==> src/assert_macros.svh <==
// Assertion shorthands shared by the RTL. Each macro expects the module to
// have the ports i_clk and i_rst_n, and checks nothing while reset is held.
`ifndef ASSERT_MACROS_SVH
`define ASSERT_MACROS_SVH

// A condition that must hold at every clock edge.
`define ASSERT_ALWAYS(label, expr, msg) \
    label: assert property (@(posedge i_clk) disable iff (!i_rst_n) (expr)) else $error(msg);

// A condition that, once seen, must be followed by another in the next cycle.
`define ASSERT_NEXT(label, ante, cons, msg) \
    label: assert property (@(posedge i_clk) disable iff (!i_rst_n) (ante) |=> (cons)) else $error(msg);

`endif

==> src/ust_pkg.sv <==
package ust_pkg;

    // Field widths of the request and result channels.
    localparam int FUNC_W     = 2;
    localparam int KEY_W      = 32;
    localparam int POS_W      = 6;
    localparam int STATUS_W   = 2;
    localparam int MATCH_W    = 6;
    localparam int VALUE_W    = 32;
    localparam int COUNT_W    = 7;
    localparam int IN_DATA_W  = 40;
    localparam int OUT_DATA_W = 48;

    typedef enum logic [FUNC_W-1:0] {
        FUNC_SEARCH = 2'd0,
        FUNC_INSERT = 2'd1,
        FUNC_ERASE  = 2'd2,
        FUNC_READ   = 2'd3
    } t_func;

    typedef enum logic [STATUS_W-1:0] {
        ST_OK      = 2'd0,
        ST_MISS    = 2'd1,
        ST_FULL    = 2'd2,
        ST_BAD_POS = 2'd3
    } t_status;

    typedef enum logic {
        S_IDLE = 1'b0,
        S_EXEC = 1'b1
    } t_state;

    // Commands broadcast to every cell of the row.
    typedef struct packed {
        logic cmp;   // compare the key and the read position, latch the flags
        logic ins;   // append the key at the cell whose index equals the count
        logic ers;   // cells at or above the match take their upper neighbor
    } t_cell_ctrl;

endpackage

==> src/ust_cell.sv <==
module ust_cell #(
    parameter int ELEMENT_WIDTH = 32,
    parameter int IDX_W         = 6,
    parameter int CNT_W         = 7
) (
    input  logic                       i_clk,
    input  ust_pkg::t_cell_ctrl        i_ctrl,
    input  logic [IDX_W-1:0]           i_index,
    input  logic [CNT_W-1:0]           i_count,
    input  logic [ELEMENT_WIDTH-1:0]   i_key,
    input  logic [ust_pkg::POS_W-1:0]  i_position,
    input  logic [IDX_W-1:0]           i_match_idx,
    input  logic [ELEMENT_WIDTH-1:0]   i_next_value,
    output logic [ELEMENT_WIDTH-1:0]   o_value,
    output logic                       o_hit,
    output logic                       o_sel
);
    import ust_pkg::*;

    localparam int CMP_W = (IDX_W > POS_W) ? IDX_W : POS_W;

    logic [ELEMENT_WIDTH-1:0] r_value;
    logic                     r_hit;
    logic                     r_sel;
    logic                     w_live;
    logic                     w_at_pos;

    // The entry is live when its index lies below the current count.
    assign w_live   = CNT_W'(i_index) < i_count;
    assign w_at_pos = CMP_W'(i_index) == CMP_W'(i_position);

    always_ff @(posedge i_clk) begin
        if (i_ctrl.cmp) begin
            r_hit <= w_live && (r_value == i_key);
            r_sel <= w_live && w_at_pos;
        end
    end

    // Most cycles neither an append nor a shift reaches this cell, and the
    // entry simply holds.
    always_ff @(posedge i_clk) begin
        if (i_ctrl.ins && (CNT_W'(i_index) == i_count)) begin
            r_value <= i_key;
        end else if (i_ctrl.ers && (i_index >= i_match_idx)) begin
            r_value <= i_next_value;
        end
    end

    assign o_value = r_value;
    assign o_hit   = r_hit;
    assign o_sel   = r_sel;

endmodule

==> config.mk <==
export PLATFORM = sky130hd
export DESIGN_NAME = ust_cell
export DESIGN_NICKNAME = d
export VERILOG_FILES = /design/src/assert_macros.svh /design/src/ust_pkg.sv /design/src/ust_cell.sv
export SDC_FILE = /design/constraint.sdc
export NUM_CORES = 1
export LEC_CHECK = 0
export BUFFER_PORTS_ARGS = -buffer_cell sky130_fd_sc_hd__clkbuf_2
export CORE_MARGIN = 3
export CORE_UTILIZATION = 40
export DETAILED_ROUTE_END_ITERATION = 10
export PLACE_DENSITY = 0.77
export SYNTH_ARGS = -nofsm -noshare
export SYNTH_HDL_FRONTEND = slang
export SYNTH_SLANG_ARGS = --single-unit
==> constraint.sdc <==
create_clock -name i_clk -period 2.64 [get_ports i_clk]
set_input_delay 0.396 -clock i_clk [delete_from_list [all_inputs] [get_ports i_clk]]
set_output_delay 0.396 -clock i_clk [all_outputs]
set_load 0.1 [all_outputs]
; After elaboration in Yosys (flattened, before gate mapping)
; Index checks and enable logic that the tools add are counted.
[word_totals]
ff_bits = 34
latch_bits = 0
ram_bits = 0
romBits = 0
output_inout_bits = 34
word_cells = 15
memories = 0
[op_classes]
add_sub_neg = 0
n_mul = 0
div = 0
n_lt_le_gt_ge = 2
n_eq_ne = 3
shift = 0
n_mux = 2
bitwise = 0
n_reduce_logical = 5
[ops]
columns = cell, n
row1 = $mux 32, 2
row2 = $eq 32x32->1, 1
row3 = $eq 6x7->1, 1
row4 = $lt 6x7->1, 1
row5 = $eq 6x6->1, 1
row6 = $ge 6x6->1, 1
row7 = $logic_and 1x1->1, 4
row8 = $reduce_bool 2->1, 1

; Longest topological paths before layout
[logic_depth]
depth_word = 4
ltp_mapped = 7
mapped_depth_nobuf = 7

; Worst setup path before layout
; Ideal clock, no wire load.
[synth_timing]
kind = input to register
start = input i_index[0]
end = register r_value[0] (netlist: o_value[0]), enable pin
arrival_time_ns = 1.982
required_time_ns = 2.079
setup_slack_ns = 0.097
cell_stages = 7
n_path_buf = 0
path_cell_list = inv_1 > ha_1 > nand2b_1 > a211oi_1 > o21ai_0 > o2111ai_1 > nand3_1
[synth_via]
elab_chain_cells = 3
elab_cells_between_ends = 5
[synth_lines]
columns = item, line_no
row1 = from (decl), ust_cell.sv:8  ; input logic [IDX_W-1:0] i_index,
row2 = $ge 6x6->1 or $eq 6x7->1 (tied branches), "ust_cell.sv:44, ust_cell.sv:42"
row3 = "$logic_and 1x1->1, on equally long branches", "ust_cell.sv:44, ust_cell.sv:42"
row4 = $reduce_bool 2->1 (no source line) (*), --
row5 = to (signal assigned), ust_cell.sv:43  ; r_value <= i_key;
row6 = to (signal assigned), ust_cell.sv:45  ; r_value <= i_next_value;
row7 = to (decl), ust_cell.sv:22  ; logic [ELEMENT_WIDTH-1:0] r_value;
; Every way passes the cells marked *; elsewhere a longest branch is shown, timed or not.
; A chain may end at the register's enable or synchronous reset.

; Worst setup path after layout
[layout_timing]
start = input i_index[0]
end = register r_value[26] (netlist: o_value[26]), data pin
[layout_via]
elab_chain_cells = 3
[layout_lines]
columns = item, line_no
row1 = $eq 6x7->1, ust_cell.sv:42  ; if (i_ctrl.ins && (CNT_W'(i_index) == i_count)) begin
row2 = $logic_and 1x1->1, ust_cell.sv:42
row3 = $mux 32, ust_cell.sv:42
; No other way between the ends.

==> results.json <==
{
  "gr-total-overflow": 0,
  "ff2ff_setup_slack_ns": 1.15,
  "postLayoutCoreUtil": 0.583,
  "worstReg2RegStart": "o_value[21]$_DFFE_PP_",
  "io_pins": 127,
  "peakVddDrop_v": 0.000322,
  "synth_top_area_frac": 0.455,
  "critical_path.startpoint": "i_index[0]",
  "critical_path_class": "in2reg",
  "crit_path_end_kind": "flop",
  "clk_pin_slew_worst_paths_ns": 0.07,
  "ys.flop_type": "edfxtp_1",
  "grt_pass1_vias": 1786,
  "cts_hold_buf": 0,
  "routabilityCongestion": 0.791,
  "clkPwrFrac": 0.248,
  "status": "completed",
  "syn-cell-area_um2": 2240,
  "arrival_ns": 1.95,
  "max_freq_mhz": 519,
  "avgSynthCellArea_um2": 14.0,
  "post-dp-hpwl_mm": 4.58,
  "critPathMaxFanout": 17,
  "cts_sinks": 34,
  "place_area_um2": 2970,
  "cts_tree": "built",
  "grt.total_usage": 0.165,
  "coreArea_um2": 5270,
  "rsz0062_at_grt": "false",
  "numCtsBuffers": 5,
  "powerDensity_nw_per_um2": 604,
  "multi_input_area_um2": 1150,
  "grt_max_degree": 19,
  "combPwrFrac": 0.375,
  "maxSlewViolCount": 0,
  "ys_types": 25,
  "clk_latency_ns": 0.28,
  "seqPwrFrac": 0.377,
  "start_util": 0.426,
  "finalInstanceArea_um2": 3070,
  "fin_nets": 398,
  "p_int_uw": 1120,
  "firstDrtPassIters": 4,
  "port-buffer-count": 126,
  "async_flop_share": 0,
  "vias_per_cell": 4.78,
  "hold_path_class": "in2reg",
  "hold_viol": 0,
  "power_switching_uw": 738,
  "ctsResizeCount": 0,
  "crit_required_ns": 2.67,
  "instances_no_fill": 364,
  "synth_top_cell_by_area": "edfxtp_1",
  "syn_nets": 265,
  "final_layout_size_suffix_gt1_frac": 0.575,
  "yosys_warnings": 0,
  "rr_worst_depth": 4,
  "ant_nets": 0,
  "grt_pass1_wl_mm": 8.16,
  "drt_wl_total_mm": 5.38,
  "finalSetupTns_ns": 0,
  "netlist_instances": 160,
  "place_inst": 356,
  "fin_crit_sh": 0.730,
  "synth.top_cells.by_count": "edfxtp_1 (34), xor2_1 (34), mux2_4 (29), ha_1 (12), inv_1 (11)",
  "vias": 1740,
  "p_leak_uw": 0.00157,
  "rows": 26,
  "cts_root_buf": "clkbuf_8",
  "synth_edf_count": 34,
  "tightest_slew_ns": 0.570,
  "dieArea_um2": 6540,
  "antenna_found_initial": 0,
  "clock_skew_ns": 0.00304,
  "cts_setup_buffers": 0,
  "die_h_um": 80.9,
  "synth-seq-cells": 34,
  "die_w_um": 80.9,
  "nFillCells": 477,
  "setup_viol": 0,
  "cts_max_level": 2,
  "crit_end": "o_value[26]$_DFFE_PP_",
  "wl_per_cell_um": 14.8,
  "totalPowerFinal_uw": 1860,
  "drc": 0,
  "period_minus_slack_ns": 1.93,
  "cp-start-kind": "input port",
  "cts_buffer_depth": 2,
  "slew_headroom": 0.621,
  "cap_violations": 0,
  "swShare": 0.398,
  "synth.top_cells.by_area": "edfxtp_1 (46%), mux2_4 (19%), xor2_1 (13%), ha_1 (6.7%), nor4_1 (2.5%)",
  "drtIter0Drc": 44,
  "r2r_end": "o_hit$_DFFE_PP_",
  "antennaDiodeCount": 0,
  "yosysSeqAreaShare": 0.455,
  "ff_latch_area_um2": 1020,
  "syn_to_final_growth_pct": 37.0
}
[worst min path at each step]
stage                    from               to  slack [ns]  depth (start not counted)
global placement    i_ctrl[2]  o_sel$_DFFE_PP_        0.63                          1
global route        i_ctrl[2]  o_sel$_DFFE_PP_        0.35                          1
finish              i_ctrl[2]  o_hit$_DFFE_PP_        0.36                          1
detailed placement  i_ctrl[2]  o_hit$_DFFE_PP_        0.64                          1
CTS                 i_ctrl[2]  o_sel$_DFFE_PP_        0.35                          1
floorplan           i_ctrl[2]  o_hit$_DFFE_PP_        0.51                          0
[power groups by stage]
stage                     sequential [uW]  clock (uW)  combinational (uW)
after floorplan                      1100           0                 137
final                                 700         459                 697
after CTS                             701         474                 703
after global placement                707           0                 692
after global routing                  706         493                 732
after detailed placement              712           0                 700
[logic make-up (layout without fill, tap and decap cells)]
group / Yosys count / after routing / synth area share
AO/OA/AOI/OAI: 9 / 9 / 0.0251
AND/OR/NAND/NOR: 21 / 21 / 0.0619
adder cells (fa/ha/maj): 12 / 12 / 0.0669
flip-flops: 34 / 34 / 0.455
buffers and inverters: 14 / 148 / 0.0335
multiplexers: 32 / 32 / 0.209
XOR/XNOR: 38 / 38 / 0.148
[cell type report]
class	instances	share of cell area
sequential	34	0.332
inverter	11	0.0134
clock buffer	7	0.0248
clock inverter	1	0.00977
tap	70	0.0285
multi-input combinational	112	0.375
timing repair buffer	129	0.217
[layout by cell type (no fill, tap or decap), types with 2 or more instances in the layout]
master    Yosys  routed
ha_1         12      12
mux2_4       29      29
xor2_1       34      34
mux2_2        3       3
clkbuf_1      0       2
o21ai_0       3       3
nor4_1        9       9
clkbuf_2      0     126
a21oi_1       2       2
buf_4         0       2
xnor2_1       4       4
clkbuf_8      0       5
edfxtp_1     34      34
nand4_1       3       3
inv_1        11      11
[state kept, by name, summed over array words and instances (netlist names)]
| name | count |
|---|---|
| o_sel | 1 |
| o_value | 32 |
| o_hit | 1 |
[critical path: stages]
cell and delay (ns):
clkbuf_2 0.10, inv_1 0.06, ha_1 0.27, and4b_1 0.23, nand3_4 0.30, buf_12 0.29
mux2_4 0.31
[stage by stage]
stage	setup WS (ns)	hold WS, ns
final	0.714	0.356
after global routing	0.648	0.354
after CTS	0.698	0.350
after detailed placement	0.385	0.635
after global placement	0.444	0.632
after floorplan	0.0972	0.508
[layer usage]
| metal | global-route usage | vias to the layer above | part of all wire |
|---|---|---|---|
| met1 | 0.188 | 806 | 0.38 |
| li1 | - | 854 | - |
| met3 | 0.0455 | 9 | 0.079 |
| met2 | 0.298 | 71 | 0.52 |
| met4 | 0.0541 | 0 | 0.017 |
| met5 | 0 | - | 0 |
(Power assumes the default switching activity.)
